**src/rtl/core/ucb_pkg.sv**
```systemverilog
`timescale 1ns / 1ps

package ucb_pkg;

  localparam int ModeW     = 3;
  localparam int IdxW      = 8;
  localparam int CodeW     = 8;
  localparam int ViolW     = 3;
  localparam int CountOutW = 9;
  localparam int QDepth    = 2;

  localparam logic [ModeW-1:0] MODE_TRACK  = 3'd0;
  localparam logic [ModeW-1:0] MODE_ADD    = 3'd1;
  localparam logic [ModeW-1:0] MODE_CLOSE  = 3'd2;
  localparam logic [ModeW-1:0] MODE_FINISH = 3'd3;
  localparam logic [ModeW-1:0] MODE_ABORT  = 3'd4;

  localparam logic [ViolW-1:0] VIOL_NONE    = 3'd0;
  localparam logic [ViolW-1:0] VIOL_PHASE   = 3'd1;
  localparam logic [ViolW-1:0] VIOL_DUP     = 3'd2;
  localparam logic [ViolW-1:0] VIOL_MISSING = 3'd3;
  localparam logic [ViolW-1:0] VIOL_TWICE   = 3'd4;

  typedef enum logic [2:0] {
    OP_NOP,
    OP_INSERT,
    OP_CLOSE,
    OP_FINISH,
    OP_ABORT
  } op_e;

  typedef enum logic [2:0] {
    PH_ACCEPT     = 3'b001,
    PH_REGISTERED = 3'b010,
    PH_DELIVERED  = 3'b100
  } phase_e;

  typedef struct packed {
    op_e              op;
    logic             idx_ok;
    logic [IdxW-1:0]  idx;
    logic [CodeW-1:0] code;
  } item_t;

  // declared high to low so completion_valid lands in bit 0
  typedef struct packed {
    logic [CodeW-1:0]     first_error;
    logic [CountOutW-1:0] inflight_count;
    logic [ViolW-1:0]     violation;
    logic                 submit_pending;
    logic [CodeW-1:0]     completion_status;
    logic                 completion_valid;
  } result_t;

endpackage

```
**src/rtl/core/ucb_front.sv**
```systemverilog
`timescale 1ns / 1ps

module ucb_front #(
  parameter int MAX_BLOCKS = 256
) (
  input  logic [ucb_pkg::ModeW-1:0] mode_i,
  input  logic [ucb_pkg::IdxW-1:0]  block_index_i,
  input  logic [ucb_pkg::CodeW-1:0] error_code_i,
  output ucb_pkg::item_t            item_o
);

  always_comb begin
    item_o.idx    = block_index_i;
    item_o.code   = error_code_i;
    item_o.idx_ok = (32'(block_index_i) < MAX_BLOCKS);
    case (mode_i)
      ucb_pkg::MODE_TRACK, ucb_pkg::MODE_ADD: item_o.op = ucb_pkg::OP_INSERT;
      ucb_pkg::MODE_CLOSE:                    item_o.op = ucb_pkg::OP_CLOSE;
      ucb_pkg::MODE_FINISH:                   item_o.op = ucb_pkg::OP_FINISH;
      ucb_pkg::MODE_ABORT:                    item_o.op = ucb_pkg::OP_ABORT;
      default:                                item_o.op = ucb_pkg::OP_NOP;
    endcase
  end

endmodule

```
**src/rtl/core/ucb_queue.sv**
```systemverilog
`timescale 1ns / 1ps

module ucb_queue (
  input  logic           clk_i,
  input  logic           rst_ni,
  input  logic           push_i,
  input  ucb_pkg::item_t item_i,
  output logic           full_o,
  input  logic           pop_i,
  output logic           valid_o,
  output ucb_pkg::item_t item_o
);

  localparam int PtrW = $clog2(ucb_pkg::QDepth);
  localparam int CntW = $clog2(ucb_pkg::QDepth + 1);

  ucb_pkg::item_t        entries_q [ucb_pkg::QDepth];
  logic [PtrW-1:0]       wr_ptr_q, wr_ptr_d;
  logic [PtrW-1:0]       rd_ptr_q, rd_ptr_d;
  logic [CntW-1:0]       count_q, count_d;
  logic                  do_push, do_pop;

  assign full_o  = (count_q == CntW'(ucb_pkg::QDepth));
  assign valid_o = (count_q != '0);
  assign item_o  = entries_q[rd_ptr_q];
  assign do_push = push_i && !full_o;
  assign do_pop  = pop_i && valid_o;

  always_comb begin
    wr_ptr_d = wr_ptr_q;
    rd_ptr_d = rd_ptr_q;
    count_d  = count_q;
    if (do_push) begin
      wr_ptr_d = (wr_ptr_q == PtrW'(ucb_pkg::QDepth - 1)) ? '0 : wr_ptr_q + PtrW'(1);
    end
    if (do_pop) begin
      rd_ptr_d = (rd_ptr_q == PtrW'(ucb_pkg::QDepth - 1)) ? '0 : rd_ptr_q + PtrW'(1);
    end
    if (do_push && !do_pop) begin
      count_d = count_q + CntW'(1);
    end else if (do_pop && !do_push) begin
      count_d = count_q - CntW'(1);
    end
  end

  always_ff @(posedge clk_i or negedge rst_ni) begin
    if (!rst_ni) begin
      wr_ptr_q <= '0;
      rd_ptr_q <= '0;
      count_q  <= '0;
    end else begin
      wr_ptr_q <= wr_ptr_d;
      rd_ptr_q <= rd_ptr_d;
      count_q  <= count_d;
    end
  end

  always_ff @(posedge clk_i) begin
    if (do_push) begin
      entries_q[wr_ptr_q] <= item_i;
    end
  end

endmodule

```
**src/rtl/core/ucb_back.sv**
```systemverilog
`timescale 1ns / 1ps

module ucb_back #(
  parameter int MAX_BLOCKS = 256
) (
  input  logic             clk_i,
  input  logic             rst_ni,
  input  logic             valid_i,
  input  ucb_pkg::item_t   item_i,
  output logic             pop_o,
  output logic             res_valid_o,
  input  logic             res_ready_i,
  output ucb_pkg::result_t res_o
);

  // indices past 255 can never arrive, so the map stops there
  localparam int MapDepth = (MAX_BLOCKS < 256) ? MAX_BLOCKS : 256;
  localparam int MapIdxW  = $clog2(MapDepth);
  localparam int CntW     = $clog2(MapDepth + 1);

  logic [MapDepth-1:0]          map_q, map_d;
  ucb_pkg::phase_e              phase_q, phase_d;
  logic [CntW-1:0]              cnt_q, cnt_d;
  logic [ucb_pkg::CodeW-1:0]    err_q, err_d;
  logic                         res_valid_q;
  ucb_pkg::result_t             res_q, res_d;

  logic [MapIdxW-1:0]           ix;
  logic                         hit;
  logic                         cv, sub;
  logic [ucb_pkg::CodeW-1:0]    cs;
  logic [ucb_pkg::ViolW-1:0]    viol;

  assign pop_o       = valid_i && (!res_valid_q || res_ready_i);
  assign res_valid_o = res_valid_q;
  assign res_o       = res_q;
  assign ix          = item_i.idx[MapIdxW-1:0];
  assign hit         = map_q[ix];

  always_comb begin
    map_d   = map_q;
    phase_d = phase_q;
    cnt_d   = cnt_q;
    err_d   = err_q;
    cv      = 1'b0;
    cs      = '0;
    sub     = 1'b0;
    viol    = ucb_pkg::VIOL_NONE;
    case (item_i.op)
      ucb_pkg::OP_INSERT: begin
        if (phase_q != ucb_pkg::PH_ACCEPT) begin
          viol = ucb_pkg::VIOL_PHASE;
        end else if (!item_i.idx_ok) begin
          viol = ucb_pkg::VIOL_MISSING;
        end else if (hit) begin
          viol = ucb_pkg::VIOL_DUP;
        end else begin
          map_d[ix] = 1'b1;
          cnt_d     = cnt_q + CntW'(1);
        end
      end
      ucb_pkg::OP_CLOSE: begin
        if (phase_q != ucb_pkg::PH_ACCEPT) begin
          viol = ucb_pkg::VIOL_TWICE;
        end else if (err_q != '0 || cnt_q == '0) begin
          // sticky error is zero when nothing is outstanding and clean
          phase_d = ucb_pkg::PH_DELIVERED;
          cv      = 1'b1;
          cs      = err_q;
        end else begin
          phase_d = ucb_pkg::PH_REGISTERED;
          sub     = 1'b1;
        end
      end
      ucb_pkg::OP_FINISH: begin
        if (!item_i.idx_ok || !hit) begin
          viol = ucb_pkg::VIOL_MISSING;
        end else begin
          map_d[ix] = 1'b0;
          cnt_d     = cnt_q - CntW'(1);
          if (item_i.code != '0 && err_q == '0) begin
            err_d = item_i.code;
          end
          if (phase_q == ucb_pkg::PH_REGISTERED && cnt_q == CntW'(1)) begin
            phase_d = ucb_pkg::PH_DELIVERED;
            cv      = 1'b1;
            cs      = err_d;
          end
        end
      end
      ucb_pkg::OP_ABORT: begin
        if (phase_q != ucb_pkg::PH_ACCEPT) begin
          viol = ucb_pkg::VIOL_PHASE;
        end else begin
          phase_d = ucb_pkg::PH_DELIVERED;
          if (err_q == '0) begin
            err_d = item_i.code;
          end
          cv = 1'b1;
          cs = err_d;
        end
      end
      default: ;
    endcase

    res_d.completion_valid  = cv;
    res_d.completion_status = cs;
    res_d.submit_pending    = sub;
    res_d.violation         = viol;
    res_d.inflight_count    = ucb_pkg::CountOutW'(cnt_d);
    res_d.first_error       = err_d;
  end

  always_ff @(posedge clk_i or negedge rst_ni) begin
    if (!rst_ni) begin
      map_q       <= '0;
      phase_q     <= ucb_pkg::PH_ACCEPT;
      cnt_q       <= '0;
      err_q       <= '0;
      res_valid_q <= 1'b0;
    end else begin
      if (pop_o) begin
        map_q   <= map_d;
        phase_q <= phase_d;
        cnt_q   <= cnt_d;
        err_q   <= err_d;
      end
      if (pop_o) begin
        res_valid_q <= 1'b1;
      end else if (res_ready_i) begin
        res_valid_q <= 1'b0;
      end
    end
  end

  always_ff @(posedge clk_i) begin
    if (pop_o) begin
      res_q <= res_d;
    end
  end

endmodule

```
**src/rtl/core/upload_completion_barrier_core.sv**
```systemverilog
`timescale 1ns / 1ps
// Channel   Direction  tdata fields (low bit up)                 tuser
// s_axis    in         block_index[7:0] error_code[15:8]         mode[2:0]
// m_axis    out        completion_valid[0] completion_status[8:1] -
//                      submit_pending[9] violation[12:10]
//                      inflight_count[21:13] first_error[29:22]
//
// One item per cycle sustained while the output accepts results; a result is
// registered first in the classify queue and then in the scoreboard stage,
// whose single bitmap read-modify-write per cycle sets the rate.
// Reset clears the bitmap flops at once, so items are taken right after reset.
// A stalled result holds in the output register while the queue keeps filling.
module upload_completion_barrier_core #(
  parameter int MAX_BLOCKS = 256
) (
  input  logic        clk_i,
  input  logic        rst_ni,
  input  logic        s_axis_tvalid,
  output logic        s_axis_tready,
  input  logic [15:0] s_axis_tdata,   // block_index, error_code
  input  logic [2:0]  s_axis_tuser,   // mode
  output logic        m_axis_tvalid,
  input  logic        m_axis_tready,
  output logic [31:0] m_axis_tdata    // completion_valid, completion_status,
                                      // submit_pending, violation,
                                      // inflight_count, first_error
);

  ucb_pkg::item_t   front_item;
  ucb_pkg::item_t   queue_item;
  ucb_pkg::result_t result;
  logic             queue_full;
  logic             queue_valid;
  logic             back_pop;

  assign s_axis_tready = !queue_full;

  ucb_front #(
    .MAX_BLOCKS(MAX_BLOCKS)
  ) u_front (
    .mode_i        (s_axis_tuser),
    .block_index_i (s_axis_tdata[7:0]),
    .error_code_i  (s_axis_tdata[15:8]),
    .item_o        (front_item)
  );

  ucb_queue u_queue (
    .clk_i   (clk_i),
    .rst_ni  (rst_ni),
    .push_i  (s_axis_tvalid),
    .item_i  (front_item),
    .full_o  (queue_full),
    .pop_i   (back_pop),
    .valid_o (queue_valid),
    .item_o  (queue_item)
  );

  ucb_back #(
    .MAX_BLOCKS(MAX_BLOCKS)
  ) u_back (
    .clk_i       (clk_i),
    .rst_ni      (rst_ni),
    .valid_i     (queue_valid),
    .item_i      (queue_item),
    .pop_o       (back_pop),
    .res_valid_o (m_axis_tvalid),
    .res_ready_i (m_axis_tready),
    .res_o       (result)
  );

  assign m_axis_tdata = {2'b00, result};

endmodule

```
**config.mk**
```make
export PLATFORM = sky130hd
export DESIGN_NAME = upload_completion_barrier_core
export DESIGN_NICKNAME = d
export VERILOG_FILES = /design/src/rtl/core/ucb_pkg.sv /design/src/rtl/core/ucb_front.sv /design/src/rtl/core/ucb_queue.sv /design/src/rtl/core/ucb_back.sv /design/src/rtl/core/upload_completion_barrier_core.sv
export SDC_FILE = /design/constraint.sdc
export NUM_CORES = 1
export LEC_CHECK = 0
export ABC_AREA = 1
export BUFFER_PORTS_ARGS = -buffer_cell sky130_fd_sc_hd__buf_2
export CORE_MARGIN = 4
export CORE_UTILIZATION = 60
export DETAILED_ROUTE_END_ITERATION = 16
export PLACE_DENSITY_LB_ADDON = 0.08
export SKIP_CTS_REPAIR_TIMING = 1
export SYNTH_ARGS = -nofsm -noshare
export SYNTH_HDL_FRONTEND = slang
export SYNTH_SLANG_ARGS = --single-unit
export TNS_END_PERCENT = 1
```
**constraint.sdc**
```tcl
create_clock -name clk_i -period 4.39 [get_ports clk_i]
set_input_delay 0 -clock clk_i [delete_from_list [all_inputs] [get_ports clk_i]]
set_output_delay 0 -clock clk_i [all_outputs]
set_load 0.02 [all_outputs]
```
Word-level counts from Yosys, hierarchy flattened:

Memory sizes are Yosys's and may differ from the RTL's.
Cells that the tools add are included.

* register bits: 311
* memory bits (writable): 38
* input bits: 23
* output and inout port bits: 34
* memories: 1

* add/subtract/negate cells: 6
* $lt $le $gt $ge: 2
* equality and inequality tests: 19
* multiplexer cells: 54
* bitwise gates (word level): 4
* reduce and logical (&&, ||, !) cells: 31

Memory list
* u_queue.entries_q: words 2, bits a word 19, read ports 1, clocked after memory_dff 0, wr ports 1, line ucb_queue.sv:17 `ucb_pkg::item_t entries_q [ucb_pkg::QDepth];`

Operators with widths (number)
* $mux 256: 4
* $pmux 256 s2: 1
* $and 256x256->256: 1
* $not 256->256: 1
* $or 256x256->256: 1
* $mux 8: 9
* $mux 9: 4
* $mux 3: 8
* $pmux 3 s4: 2
* $pmux 8 s3: 1
* $pmux 9 s2: 1
* $pmux 8 s2: 1
* $reduce_bool 8->1: 2
* $eq 3x2->1 const B: 5
* $mux 1: 15
* $reduce_and 6->1: 2
* $ne 2x2->1 const B: 5
* $add 9x1->9 const B: 1
* $eq 9x1->1 const B: 1
* $logic_not 9->1: 1
* $lt 8x9->1 const B: 1
* $pmux 3 s3: 1
* $sub 9x1->9 const B: 1
* $bmux 1 s8: 1
* other kinds (22): 46

Longest topological paths before layout:

An unclocked memory read counts as a cell.

* word-level depth: 10
* mapped depth: 24
* depth with buffers taken out: 21

Modules after synthesis:

A second synthesis with hierarchy kept.

* cells, all modules: 2524
* area, all modules: 19547.5 µm²

By module, submodules not included
* ucb_back: instances 1, cells each 2359, area each 17677.0 µm², seq. area each 7833.8 µm²
* ucb_queue: instances 1, cells each 136, area each 1689.1 µm², seq. area each 1301.2 µm²
* ucb_front: instances 1, cells each 25, area each 158.9 µm², seq. area each 0.0 µm²
* upload_completion_barrier_core: instances 1, cells each 4, area each 22.5 µm², seq. area each 0.0 µm²

Worst setup path before layout:

Ideal clock, no wire load.

* kind: reg2reg
* from: register u_queue.rd_ptr_q
* to: register u_back.res_q, in the netlist u_back.res_o[20] (data pin)
* library setup time: 0.255 ns
* arrival: 2.464 ns
* slack: 1.672 ns
* cell stages (with the launch flop): 23
* buffers on the path: 5
* period minus slack after synthesis: 2.718 ns
* path through: dfrtp_1 > buf_4 > buf_6 > nand2_1 > nand2_1 > buf_2 > buf_2 > nand2_1 > nand3_1 > nand3_1 > nand2_1 > nor2_1 > nor2_1 > nor2_1 > nand2_1 > nand2_1 > nand2_2 > nor2_4 > buf_2 > nand4_1 > nand2_1 > nand2_1 > and2_1

* cells in the longest elaborated chain, start to end: 7

RTL lines
* start, declared: line ucb_queue.sv:19 `logic [PtrW-1:0] rd_ptr_q, rd_ptr_d;`
* start signal, assigned: line ucb_queue.sv:53 `rd_ptr_q <= rd_ptr_d;`
* $mem_v2 2x19 (*)
* $bmux 1 s8: line ucb_back.sv:38 `assign hit = map_q[ix];`
* $mux 1 (not written as such): line ucb_back.sv:38
* $mux 9 or $logic_not 1->1 (tied branches): line ucb_back.sv:55, ucb_back.sv:76
* $mux 9 or $logic_or 1x1->1 (tied branches): line ucb_back.sv:53, ucb_back.sv:76
* $mux 9, on equally long branches: line ucb_back.sv:51, ucb_back.sv:76
* $pmux 9 s2 (*): line ucb_back.sv:49 `case (item_i.op)`
* via u_back.cnt_d[7]: line ucb_back.sv:23 `logic [CntW-1:0] cnt_q, cnt_d;`
* end signal, assigned: line ucb_back.sv:138 `res_q <= res_d;`
* end, declared: line ucb_back.sv:26 `ucb_pkg::result_t res_q, res_d;`

Mark *: on every way through the listed nets, which the timed path passes. The rest lies on a longest branch. The select of a mux whose other input is x is not followed.
A chain may end at the register's enable or synchronous reset.

==> results.toml <==
[setup_path]
cp.depth = 19
max_stage_delay_ns = 0.63
crit_family = "simple AND/OR/NAND/NOR gates"
critical_path.cell_chain = "nand2_1 -> o21ai_4 -> buf_12 -> nand3_1 -> nand3_1 -> nand2_1 -> nor2_1 -> nor2_1 -> nor2_1 -> nand2_1 -> nand2_1 -> nand2_2 -> inv_1 -> nand2_4 -> nand2_8 -> buf_12 -> nand3_1 -> nand2_1 -> o21ai_1"
cp_num_buf_inv = 3
r2r_start = "u_queue.rd_ptr_q"
r2r_setup_slack_ns = 0.39
cp_data_arrival_time_ns = 4.38
ff2ff_path_depth = 19
worstSetupPathType = "flip-flop to flip-flop"
startpoint = "u_queue.rd_ptr_q"
end_kind = "flip-flop"
cp_data_required_time_ns = 4.76
critPathMostFrequentCell = "nand2_1"
startpoint_type = "flip-flop"
crit_slowest_cell = "dfrtp_1"
path_max_fanout = 69

[logic_synthesis]
synthTopCellsByCount = "nand2_1, nand3_1, nor2_1"
async_flop_share_pct = 80.5
synth_area_um2 = 19000
synth.area.top_cells = "dfrtp_1, nand3_1, nand2_1, edfxtp_1, nor2_1"
avgSynthCellArea_um2 = 7.40
synthFlopType = "dfrtp_1"
yosysTopAreaCell = "dfrtp_1"
syn_inst = 2564
ys_types = 38
synth_most_common_cell = "nand2_1"
synth.top_cell.area_share_pct = 36.9
yosysSeqAreaShare_pct = 47.8
synth-edff-count = 68
ys_warn_count = 0
yosys_register_bits = 349

[sta]
rsz0062_at_grt = "false"
fin_crit_ns = 4.00
setup_viol = 0
fin_crit_sh_pct = 91.2
fmax_ghz = 0.250
hold_viol = 0
timing.slew.headroom_pct = 28.6
report.final.slew_viol_count = 0
max_slew.worst_pin.slew_ns = 1.07
finClkSkew_ns = 0.0203
tns_ns = 0
fin_ws_ns = 0.385

[clock_tree]
cts_tree = "yes"
clock_latency_ns = 0.55
clkTransAtPathRegs_ns = 0.06
clockRootBuffer = "clkbuf_16"
clock-sinks = 349
cts_max_path_buffers = 3
h-tree-depth = 2
cts_inserted_buffers = 40

[floorplanning]
row_count = 64
coreArea_um2 = 30900
die_w_um = 186
pin_count = 57
start_util_pct = 61.4
die_h_um = 186
dieArea_um2 = 34500

[cells_and_area]
multi_input_area_um2 = 8650
final_util_pct = 67.9
fillers = 2624
seq_area_um2 = 9070
final_nets = 2573
drive_gt1_share_pct = 7.61
num_antenna_cells = 0
syn2layout_area_growth_pct = 10.5

[detailed_routing]
routed_wl_mm = 57.8
remaining_drc_errors = 0
drt_first_pass_iters = 9
drt-initial-drc-count = 2723
postRouteAntennaNets = 0
avgViaCountPerCell = 6.14
dr_total_vias = 18200
wire_per_inst_um = 19.5

[grt]
grt_use_total_pct = 33.0
grt.overflow.total = 0
grt_pass1_wl_mm = 91.7
grt_pass1_vias = 17200
grt_max_degree = 158
antenna_found_initial = 0

[power_and_ir_drop]
vdd_drop_max_v = 0.000619
p_leak_nw = 8.80
power.density_nw_per_um2 = 702

[flow_run]
drv_cap = 0

[status]
status = "complete, no violations"

[placed_design]
dp_hpwl_mm = 32.8
gp_congestion = 0.915
pre_cts_ws_ns = 0.589
io_buffers = 54

[hold_path]
hp-class = "input port to asynchronous set/reset pin"
-- through the flow --
step,hold slack [ns],std cells,power [mW],instance area (µm²)
3_5_place_dp,0.172,2876,11.2,19400
2_1_floorplan,-0.296,2565,9.07,19000
3_3_place_gp,0.183,2876,11.0,19400
4_1_cts,-0.381,2948,14.5,20800
6_report,0.156,2971,14.7,21000
5_1_grt,0.207,2971,15.5,21000
-- power by group --
group / leakage (nW) / total (mW) / internal, mW / switching, mW
Clock: 0.658 / 3.38 / 2.01 / 1.37
Combinational: 3.61 / 6.65 / 1.71 / 4.94
Sequential: 4.53 / 4.70 / 4.23 / 0.476
Total: 8.80 / 14.7 / 7.94 / 6.78
-- placed cells by master (no fill, tap or decap), drive strengths merged, types with 4 or more instances in the layout --
master and instances:
clkbuf 55, nor3 7, a21oi 13, inv 117, nand4 9, nand2 634, o211ai 10, dfrtp 280
nand3 542, o21ai 299, ha 5, nor2 369, clkinv 12, dlygate4sd3 23, a21boi 4, buf 95
or2 9, and2 4, mux2i 4, edfxtp 68
-- worst reg2reg max path, delay by kind of cell (launching register included) --
| family | cells | cell delay [ns] |
|---|---|---|
| AO/OA/AOI/OAI | 2 | 0.31 |
| flip-flops | 1 | 0.63 |
| buffers and inverters | 3 | 0.80 |
| AND/OR/NAND/NOR | 14 | 2.09 |
-- logic make-up (layout without fill, tap and decap cells) --
family                     after synthesis  after routing  share of synthesized area, %
muxes                                    4              4                         0.211
DFF                                    349            349                          47.8
other                                    1              2                        0.0198
and+or+nand+nor                       1577           1577                          35.4
buffers and inverters                  295            305                          6.96
adders and majority gates                5              5                         0.330
AOI/OAI and AO/OA                      329            329                          9.06
xor gates and xnor gates                 4              4                         0.185
-- worst min-delay path by stage --
stage	cells after the start	to	slack [ns]	startpoint
finish	2	asynchronous set/reset pin	0.16	rst_ni
CTS	1	asynchronous set/reset pin	-0.38	rst_ni
global route	2	u_queue.entries_q[1][0]	0.21	s_axis_tdata[8]
floorplan	0	asynchronous set/reset pin	-0.30	rst_ni
global placement	1	asynchronous set/reset pin	0.18	rst_ni
detailed placement	1	asynchronous set/reset pin	0.17	rst_ni
-- routing by layer --
metal	vias up	GRT usage, %	part of all wire [%]
met5	-	0	0
met3	171	6.35	10
met2	1099	51.3	46
li1	8459	-	-
met1	8511	46.7	40
met4	0	11.9	3.5
-- area by class of cell --
type / instances / share of cell area, %
clock buffer: 55 / 5.47
multi-input combinational: 1921 / 41.2
timing repair buffer: 118 / 4.79
tap: 396 / 2.36
clock inverter: 17 / 0.835
inverter: 115 / 2.06
sequential: 349 / 43.2
Note: power is estimated with default switching activity, not from simulation.
